**config.mk**
```make
export PLATFORM = sky130hd
export DESIGN_NAME = top_k_score_table
export DESIGN_NICKNAME = d
export VERILOG_FILES = /design/src/rtl/core/tkst_pkg.sv /design/src/rtl/core/top_k_score_table.sv /design/src/rtl/core/tkst_dpath.sv /design/src/rtl/core/tkst_ctrl.sv
export SDC_FILE = /design/constraint.sdc
export NUM_CORES = 1
export LEC_CHECK = 0
export CORE_UTILIZATION = 48
export DETAILED_ROUTE_END_ITERATION = 10
export DONT_BUFFER_PORTS = 1
export PLACE_DENSITY = 0.64
export SYNTH_ARGS = -nofsm -noshare
export SYNTH_HDL_FRONTEND = slang
export SYNTH_SLANG_ARGS = --single-unit
```
**constraint.sdc**
```tcl
create_clock -name i_clk -period 10 [get_ports i_clk]
set_clock_uncertainty 0.05 [all_clocks]
set_input_delay 0.5 -clock i_clk [delete_from_list [all_inputs] [get_ports i_clk]]
set_output_delay 0.5 -clock i_clk [all_outputs]
set_load 0.01 [all_outputs]
```
**src/rtl/core/tkst_pkg.sv**
```systemverilog
// ---------------------------------------------------------------------------
// tkst_pkg
// Shared widths, controller states and controller/datapath interface types
// for the top-k score table.
// ---------------------------------------------------------------------------
package tkst_pkg;

    localparam int TAG_W   = 64;
    localparam int SCORE_W = 24;
    localparam int RANK_W  = 4;

    typedef enum logic [0:0] {
        ST_IDLE,
        ST_EMIT
    } t_state;

    typedef struct packed {
        logic              update;
        logic              load_out;
        logic              out_last;
        logic [RANK_W-1:0] idx;
    } t_cmd;

    typedef struct packed {
        logic              out_free;
        logic [RANK_W-1:0] last_rank;
    } t_status;

endpackage

```
**src/rtl/core/top_k_score_table.sv**
```systemverilog
// ---------------------------------------------------------------------------
// top_k_score_table
// Keeps the TABLE_SIZE best (tag, score) entries sorted by descending score
// and dumps every occupied rank after every offer.
// ---------------------------------------------------------------------------
// The table is updated in the cycle an offer is taken, by a compare of the
// new score against every stored score and a one-slot shift of the entries
// below the insertion point; then the sequencer emits one ranked entry per
// cycle from the table registers while the output is free, one beat for each
// of the N ranks occupied after the offer (1 to TABLE_SIZE); back-pressure
// stalls the walk. The next offer is taken right after the beat marked last
// is loaded, while that beat may still wait in the output register.
module top_k_score_table #(
    parameter int TABLE_SIZE = 5
) (
    input  logic                         i_clk,
    input  logic                         i_rst_n,
    input  logic                         i_in_valid,
    output logic                         o_in_ready,
    input  logic [tkst_pkg::TAG_W-1:0]   i_player_tag,
    input  logic [tkst_pkg::SCORE_W-1:0] i_new_score,
    output logic                         o_out_valid,
    input  logic                         i_out_ready,
    output logic [tkst_pkg::RANK_W-1:0]  o_rank,
    output logic [tkst_pkg::TAG_W-1:0]   o_entry_tag,
    output logic [tkst_pkg::SCORE_W-1:0] o_entry_score,
    output logic                         o_accepted,
    output logic                         o_last
);

    tkst_pkg::t_cmd    cmd;
    tkst_pkg::t_status status;

    tkst_ctrl u_ctrl (
        .i_clk      (i_clk),
        .i_rst_n    (i_rst_n),
        .i_in_valid (i_in_valid),
        .o_in_ready (o_in_ready),
        .i_status   (status),
        .o_cmd      (cmd)
    );

    tkst_dpath #(
        .TABLE_SIZE (TABLE_SIZE)
    ) u_dpath (
        .i_clk         (i_clk),
        .i_rst_n       (i_rst_n),
        .i_cmd         (cmd),
        .o_status      (status),
        .i_player_tag  (i_player_tag),
        .i_new_score   (i_new_score),
        .i_out_ready   (i_out_ready),
        .o_out_valid   (o_out_valid),
        .o_rank        (o_rank),
        .o_entry_tag   (o_entry_tag),
        .o_entry_score (o_entry_score),
        .o_accepted    (o_accepted),
        .o_last        (o_last)
    );

endmodule

```
**src/rtl/core/tkst_dpath.sv**
```systemverilog
// ---------------------------------------------------------------------------
// tkst_dpath
// Sorted entry table with combinational ordered insertion and the output
// beat register.
// ---------------------------------------------------------------------------
module tkst_dpath #(
    parameter int TABLE_SIZE = 5
) (
    input  logic                         i_clk,
    input  logic                         i_rst_n,
    input  tkst_pkg::t_cmd               i_cmd,
    output tkst_pkg::t_status            o_status,
    input  logic [tkst_pkg::TAG_W-1:0]   i_player_tag,
    input  logic [tkst_pkg::SCORE_W-1:0] i_new_score,
    input  logic                         i_out_ready,
    output logic                         o_out_valid,
    output logic [tkst_pkg::RANK_W-1:0]  o_rank,
    output logic [tkst_pkg::TAG_W-1:0]   o_entry_tag,
    output logic [tkst_pkg::SCORE_W-1:0] o_entry_score,
    output logic                         o_accepted,
    output logic                         o_last
);

    localparam int IDX_W = (TABLE_SIZE > 1) ? $clog2(TABLE_SIZE) : 1;
    localparam int CNT_W = $clog2(TABLE_SIZE + 1);

    logic [tkst_pkg::TAG_W-1:0]   r_tag   [TABLE_SIZE];
    logic [tkst_pkg::SCORE_W-1:0] r_score [TABLE_SIZE];
    logic [tkst_pkg::TAG_W-1:0]   n_tag   [TABLE_SIZE];
    logic [tkst_pkg::SCORE_W-1:0] n_score [TABLE_SIZE];
    logic [CNT_W-1:0]             r_count;
    logic                         r_accepted;

    logic                         r_out_valid;
    logic [tkst_pkg::RANK_W-1:0]  r_out_rank;
    logic [tkst_pkg::TAG_W-1:0]   r_out_tag;
    logic [tkst_pkg::SCORE_W-1:0] r_out_score;
    logic                         r_out_accepted;
    logic                         r_out_last;

    logic [TABLE_SIZE-1:0]        occ;
    logic [TABLE_SIZE-1:0]        ge;
    logic [TABLE_SIZE-1:0]        le_min;
    logic [tkst_pkg::SCORE_W-1:0] min_score;
    logic                         full;
    logic                         do_write;

    assign full      = (r_count == CNT_W'(TABLE_SIZE));
    assign min_score = r_score[TABLE_SIZE-1];
    assign do_write  = !full || (i_new_score > min_score);

    genvar j;
    generate
        for (j = 0; j < TABLE_SIZE; j++) begin : g_slot
            assign occ[j]    = (CNT_W'(j) < r_count);
            assign ge[j]     = occ[j] && (r_score[j] >= i_new_score);
            assign le_min[j] = (r_score[j] <= min_score);

            if (j == 0) begin : g_head
                always_comb begin
                    if (!ge[0]) begin
                        n_tag[0]   = i_player_tag;
                        n_score[0] = i_new_score;
                    end else begin
                        n_tag[0]   = r_tag[0];
                        n_score[0] = r_score[0];
                    end
                end
            end else begin : g_body
                logic beyond;
                assign beyond = full ? le_min[j-1] : !occ[j-1];
                always_comb begin
                    priority if (ge[j]) begin
                        n_tag[j]   = r_tag[j];
                        n_score[j] = r_score[j];
                    end else if (ge[j-1]) begin
                        n_tag[j]   = i_player_tag;
                        n_score[j] = i_new_score;
                    end else if (!beyond) begin
                        n_tag[j]   = r_tag[j-1];
                        n_score[j] = r_score[j-1];
                    end else begin
                        n_tag[j]   = r_tag[j];
                        n_score[j] = r_score[j];
                    end
                end
            end
        end
    endgenerate

    always_ff @(posedge i_clk) begin
        if (i_cmd.update && do_write) begin
            for (int k = 0; k < TABLE_SIZE; k++) begin
                r_tag[k]   <= n_tag[k];
                r_score[k] <= n_score[k];
            end
        end
        if (i_cmd.update) begin
            r_accepted <= do_write;
        end
    end

    always_ff @(posedge i_clk) begin
        if (!i_rst_n) begin
            r_count <= '0;
        end else if (i_cmd.update && !full) begin
            r_count <= r_count + CNT_W'(1);
        end
    end

    always_ff @(posedge i_clk) begin
        if (!i_rst_n) begin
            r_out_valid <= 1'b0;
        end else if (i_cmd.load_out) begin
            r_out_valid <= 1'b1;
        end else if (i_out_ready) begin
            r_out_valid <= 1'b0;
        end
    end

    always_ff @(posedge i_clk) begin
        if (i_cmd.load_out) begin
            r_out_rank     <= i_cmd.idx;
            r_out_tag      <= r_tag[i_cmd.idx[IDX_W-1:0]];
            r_out_score    <= r_score[i_cmd.idx[IDX_W-1:0]];
            r_out_accepted <= r_accepted;
            r_out_last     <= i_cmd.out_last;
        end
    end

    assign o_status.out_free  = !r_out_valid || i_out_ready;
    assign o_status.last_rank = tkst_pkg::RANK_W'(r_count) - tkst_pkg::RANK_W'(1);

    assign o_out_valid   = r_out_valid;
    assign o_rank        = r_out_rank;
    assign o_entry_tag   = r_out_tag;
    assign o_entry_score = r_out_score;
    assign o_accepted    = r_out_accepted;
    assign o_last        = r_out_last;

endmodule

```
**src/rtl/core/tkst_ctrl.sv**
```systemverilog
// ---------------------------------------------------------------------------
// tkst_ctrl
// Sequencer: takes one offer, triggers the table update, then walks the
// occupied ranks one output beat at a time.
// ---------------------------------------------------------------------------
module tkst_ctrl (
    input  logic              i_clk,
    input  logic              i_rst_n,
    input  logic              i_in_valid,
    output logic              o_in_ready,
    input  tkst_pkg::t_status i_status,
    output tkst_pkg::t_cmd    o_cmd
);

    tkst_pkg::t_state              r_state;
    tkst_pkg::t_state              n_state;
    logic [tkst_pkg::RANK_W-1:0]   r_idx;
    logic [tkst_pkg::RANK_W-1:0]   n_idx;

    always_ff @(posedge i_clk) begin
        if (!i_rst_n) begin
            r_state <= tkst_pkg::ST_IDLE;
            r_idx   <= '0;
        end else begin
            r_state <= n_state;
            r_idx   <= n_idx;
        end
    end

    always_comb begin
        n_state        = r_state;
        n_idx          = r_idx;
        o_in_ready     = 1'b0;
        o_cmd.update   = 1'b0;
        o_cmd.load_out = 1'b0;
        o_cmd.out_last = (r_idx == i_status.last_rank);
        o_cmd.idx      = r_idx;
        unique case (r_state)
            tkst_pkg::ST_IDLE: begin
                o_in_ready = 1'b1;
                if (i_in_valid) begin
                    o_cmd.update = 1'b1;
                    n_idx        = '0;
                    n_state      = tkst_pkg::ST_EMIT;
                end
            end
            tkst_pkg::ST_EMIT: begin
                if (i_status.out_free) begin
                    o_cmd.load_out = 1'b1;
                    if (o_cmd.out_last) begin
                        n_state = tkst_pkg::ST_IDLE;
                    end else begin
                        n_idx = r_idx + tkst_pkg::RANK_W'(1);
                    end
                end
            end
            default: begin
                n_state = tkst_pkg::ST_IDLE;
            end
        endcase
    end

endmodule

```
; Word-level counts from Yosys, hierarchy flattened
; Memory sizes are Yosys's and may differ from the RTL's. A register that Yosys moved wholly into a read port is not among the register bits.
; Index checks and enable logic that the tools add are counted.
; Widths: inputs -> output; s select.
[word_totals]
input_bits = 92
latch_bits = 0
ramBits = 440
out_inout_bits = 96
romBits = 0
elab_cells = 100
memories = 2
reg_bits = 16
[op_classes]
bitwise_logic = 1
n_eq_ne = 7
magnitude_cmp = 15
n_addsub = 3
muxes = 46
n_mul = 0
shift = 0
n_div = 0
n_reduce_logical = 18
[mem_list]
columns = memory, words, width, read_ports, rd_ports_with_merged_regs, wr, line
row1 = u_dpath.r_tag, 5, 64, 5, 1, 5, tkst_dpath.sv:27  ; logic [tkst_pkg::TAG_W-1:0] r_tag [TABLE_SIZE];
row2 = u_dpath.r_score, 5, 24, 6, 1, 5, tkst_dpath.sv:28  ; logic [tkst_pkg::SCORE_W-1:0] r_score [TABLE_SIZE];
[op_table]
columns = cell, n
row1 = $mux 64, 13
row2 = $mux 24, 13
row3 = $ge 24x24->1, 5
row4 = $le 24x24->1, 4
row5 = $gt 24x24->1, 1
row6 = $mux 1, 15
row7 = $mux 4, 3
row8 = $pmux 4 s2, 1
row9 = $logic_and 1x1->1, 7
row10 = $logic_not 1->1, 6
row11 = $lt 1x3->1 const A, 2
row12 = $lt 2x3->1 const A, 2
row13 = $ne 2x2->1 const B, 3
row14 = $reduce_and 3->1, 2
row15 = $add 4x1->4 const B, 1
row16 = $eq 4x4->1, 1
row17 = $sub 3x1->4 const B, 1
row18 = $add 3x1->3 const B, 1
row19 = $eq 3x3->1 const B, 1
row20 = $lt 3x3->1 const A, 1
row21 = $ne 3x3->1 const B, 1
row22 = $logic_or 1x1->1, 2
row23 = $pmux 1 s2, 1
row24 = $reduce_bool 2->1, 1
row25 = 2 further kinds, 2

; Logic depth before layout (Yosys ltp)
[logic_depth]
ltp_word = 7
ltp_mapped = 12
ltp_nobuf = 9

; Modules after synthesis
; Synthesis repeated with hierarchy kept, for this count alone.
[unflattened]
hier_cells = 1804
area_unflattened_um2 = 28766.3
[modules_own_cells]
columns = mod, instances, area_per_inst_um2, cells_per_inst, seq_area_each_um2
row1 = tkst_dpath, 1, 28454.8, 1768, 16145.5
row2 = tkst_ctrl, 1, 311.5, 36, 100.1

; Least setup slack after synthesis
; OpenSTA, ideal clock, no wires.
[synth_path]
path_type = input to register
from = input port i_new_score[4] (netlist bit)
to = memory u_dpath.r_score[1][0] (netlist bit) (enable)
arrival_time_ns = 8.749
stages = 11
slack_ns = 0.536
setup_time_ns = 0.665
cell_sequence = inv_1 ha_1 a21o_1 a2111oi_0 o21a_1 o221ai_1 o21ai_2 buf_4 buf_2 inv_1 a211oi_1
[synth_rtl]
columns = item, line
row1 = start: declaration, top_k_score_table.sv:21  ; input logic [tkst_pkg::SCORE_W-1:0] i_new_score,
row2 = end: declaration, tkst_dpath.sv:28

==> metrics <==
max layer used met5; Rel. slew slack roughly 25%; Min-Delay Startpoint i_player_tag[56]; clock sinks 544; CP endpoint u_dpath.r_tag[0][4]; post-synthesis sequential area ratio a little under three fifths; syn_nets around 2,100; reg2reg setup slack between 5000 and 6000 ps; Primary FF master, synth edfxtp_1; cell count along the critical path 9; Layout Nets 2,234; # Post-CTS Setup Buffers 0; layout cell share with drive strength beyond 1 about a third; WP data required between 10,000 and 15,000 ps; Sw Ratio 23.87%; Core ar. between 50,000 and 60,000 um2; Final setup viols 0; WL/cell 27.62 um; Reg clk slew, reported paths approximately 70 ps; via/cell ratio 6.129; largest net degree at the start of global routing roughly 70; FFs w/ async S/R, synth 0%; synth top area cells edfxtp_1 56%, mux2_2 16%, ha_1 9.6%; cells after synthesis ~1,800; average size of a mapped cell approximately 16 um2; path type of the worst setup path flop to flop; Hold Fails Final Rpt 0; Placer Congestion between 0.8 and 0.9; total gr overflow 0; WL met2 35.57 mm; Hold-fix buffers, CTS between 90 and 100; htree depth 2; CTS tree yes; critical path's largest stage delay 870 ps; Yosys top cell by area edfxtp_1; DRC viols 16; mapped cell area 28,730 um2; slowest CP cell and3_4; hold slack approximately 28 ps; Initial Util between 40% and 50%; Top-Level Pins about 190; routed length on met3 about 4.7 mm; CP delay by family, top compound AO/OA/AOI/OAI gates; worst-path maximum fanout between 40 and 50; CP arrival approximately 5000 ps; P_sw roughly 0.0013 W; die width between 200 and 250 um; top-area cell type share of the netlist area around 56%; Slew @ Worst Pin 1119 ps; CP Cell Sequence ha_1 > a21oi_1 > o21ai_0 > a221oi_1 > nand2_1 > o21ai_1 > o21a_4 > and3_4 > buf_4; Cell Int Power 0.004258 W; Final period util 48.50%; CTS resizes 0; synth unique cells 58; root buffer cell clkbuf_16; Port Buf Inserts 0; EDFF count, synth approximately 540; DRT iter0 DRCs about 1,400; drt pass-1 iters 8; Die Span Y between 200 and 250 um; via count 16,817; Max Cap Viol 0; worst path bufs/invs 1; r2r endpoint u_dpath.r_tag[0][4]; leakage dissipation ~12 nW; DPL Wire Length 46.10 mm; Num CTS Buffers 57; violated checks DRC; outcome finished, violations left; Post-Route Setup TNS 0 ps; RSZ-0062 raised after global routing false; Die Area roughly 61,000 um2; global-route wire length before repair ~110 mm; worst skew pair latency ~640 ps; Final Critical Period between 4000 and 5000 ps; clock tree buffer depth 3; Post-Route M1 WL about 34 mm; maximum vdd drop approximately 0.00015 V; Logic pwr share 10.6%; post-synthesis register bit count ~540; Clock Power Share about 40%; Syn-to-layout area delta 12.95%; Worst Setup SP u_dpath.r_score[0][11]; CP Capture Type flop; Tot GR Track Use between 20% and 30%; R2R depth 9; std cell rows 89; vias in the first global route around 18,000; final max-slew violation count 0; initial antenna violation count 3; PD cells around 170 nW/um2; fillcell total approximately 4,700; DRT antenna net count 0; Reg-to-Reg Start u_dpath.r_score[0][11]; startpoint class of the critical path flop; fmax ~210 MHz; Yosys warning total 0; final wirelength around 76 mm; Worst Hold Class input pin to flop; Seq pwr share approximately half
## per-layer routing
layer	vias to the layer above	global-route usage [%]
li1	7522	-
met5	-	0
met4	2	7.625
met2	531	40.36
met3	112	4.341
met1	8650	35.37
## synth_stat cells (4+ instances only)
master    count
a221oi_1      4
xnor2_1       5
nor4_1        7
mux2_4        8
o211ai_1      9
inv_1        60
edfxtp_1    535
buf_4        11
nand4_1      39
dfxtp_1       9
buf_2        34
nor3_1       11
nand2_1      66
o21a_1        9
nor2_1       22
ha_1        221
nor2b_1      10
nand3_1      15
a21oi_1      76
clkbuf_1     21
and2_1        4
mux4_2       88
a21boi_0      7
buf_1         5
mux2_2      405
mux2i_1       4
nand2b_1      5
a211oi_1     11
a21o_1       27
o21ai_0      49
## power groups by stage
| stage | clock [W] | combinational [W] | sequential (W) |
|---|---|---|---|
| final | 0.00225 | 0.000593 | 0.00275 |
| after global routing | 0.00237 | 0.000648 | 0.00276 |
| after CTS | 0.00229 | 0.000599 | 0.00275 |
| after detailed placement | 0 | 0.000556 | 0.00280 |
| after global placement | 0 | 0.000549 | 0.00280 |
| after floorplan | 0 | 0.000416 | 0.00278 |
## worst min path at each step
stage	end	slack, ps	cells after the start
final	u_dpath.r_tag[1][56]	30	1
after global routing	u_dpath.r_tag[2][52]	8	1
after CTS	u_dpath.r_tag[1][22]	0.2	1
after global placement	u_dpath.o_accepted	410	0
after floorplan	u_dpath.o_accepted	350	0
after detailed placement	u_dpath.o_accepted	420	0
## per-stage QoR
stage                     cells  instance area (um2)  power, W  setup slack (ps)  util [%]
after floorplan            1821                28730  0.003192             536.0         -
after global placement     2541                29540  0.003346              5006     49.95
after detailed placement   2541                29540  0.003355              5012     49.95
after CTS                  2742                32450  0.005641              5097     54.87
after global routing       2744                32450  0.005782              4985     54.88
final                      2744                32450  0.005594              5150     54.88
## area by class of cell
| type | count | area (um2) | share of cell area [%] |
|---|---|---|---|
| antenna | 2 | 5.005 | 0.01542 |
| clock buffer | 62 | 1445 | 4.453 |
| multi-input combinational | 1143 | 11930 | 36.76 |
| sequential | 544 | 16260 | 50.09 |
| inverter | 60 | 225.2 | 0.6940 |
| clock inverter | 45 | 525.5 | 1.619 |
| timing repair buffer | 115 | 1099 | 3.385 |
| tap | 773 | 967.2 | 2.980 |
## cell usage in the layout, fill, tap and decap left out, types with 4 or more instances in the layout
cell             n
inv_1           60
clkinv_1        13
nand4_1         39
dlygate4sd3_1   94
o211ai_1         9
ha_1           221
clkbuf_1         5
nand3_1         15
nor3_1          10
nor2_1          21
mux2i_1          4
a21boi_0         7
nor2b_1         10
edfxtp_1       535
a221oi_1         4
clkbuf_16       57
o21ai_0         49
mux2_4           8
a21o_1          27
mux4_2          88
a211oi_1         9
nand2b_1         5
o21a_1           8
a21oi_1         76
dfxtp_1          6
clkinv_2        11
buf_4           21
nor4_1           7
nand2_1         66
xnor2_1          5
bufinv_16       10
mux2_2         405
## kinds of logic after synthesis
kind of cell	synth area share, %
flip-flops	56.54
multiplexers	23.33
adder cells (fa/ha/maj)	9.624
AO/OA/AOI/OAI	4.655
AND/OR/NAND/NOR	3.427
buffers and inverters	2.182
XOR/XNOR	0.2439
## state kept, by name, indices dropped and copies added, names as in the netlist
register / flops
u_dpath.r_tag: 320
u_dpath.r_score: 120
u_dpath.o_entry_tag: 64
u_dpath.o_entry_score: 24
u_ctrl.r_idx: 4
u_dpath.o_rank: 4
u_dpath.r_count: 3
u_ctrl.r_state: 1
u_dpath.o_accepted: 1
u_dpath.o_last: 1
u_dpath.o_out_valid: 1
u_dpath.r_accepted: 1
Note: power is estimated with default switching activity, not from simulation.
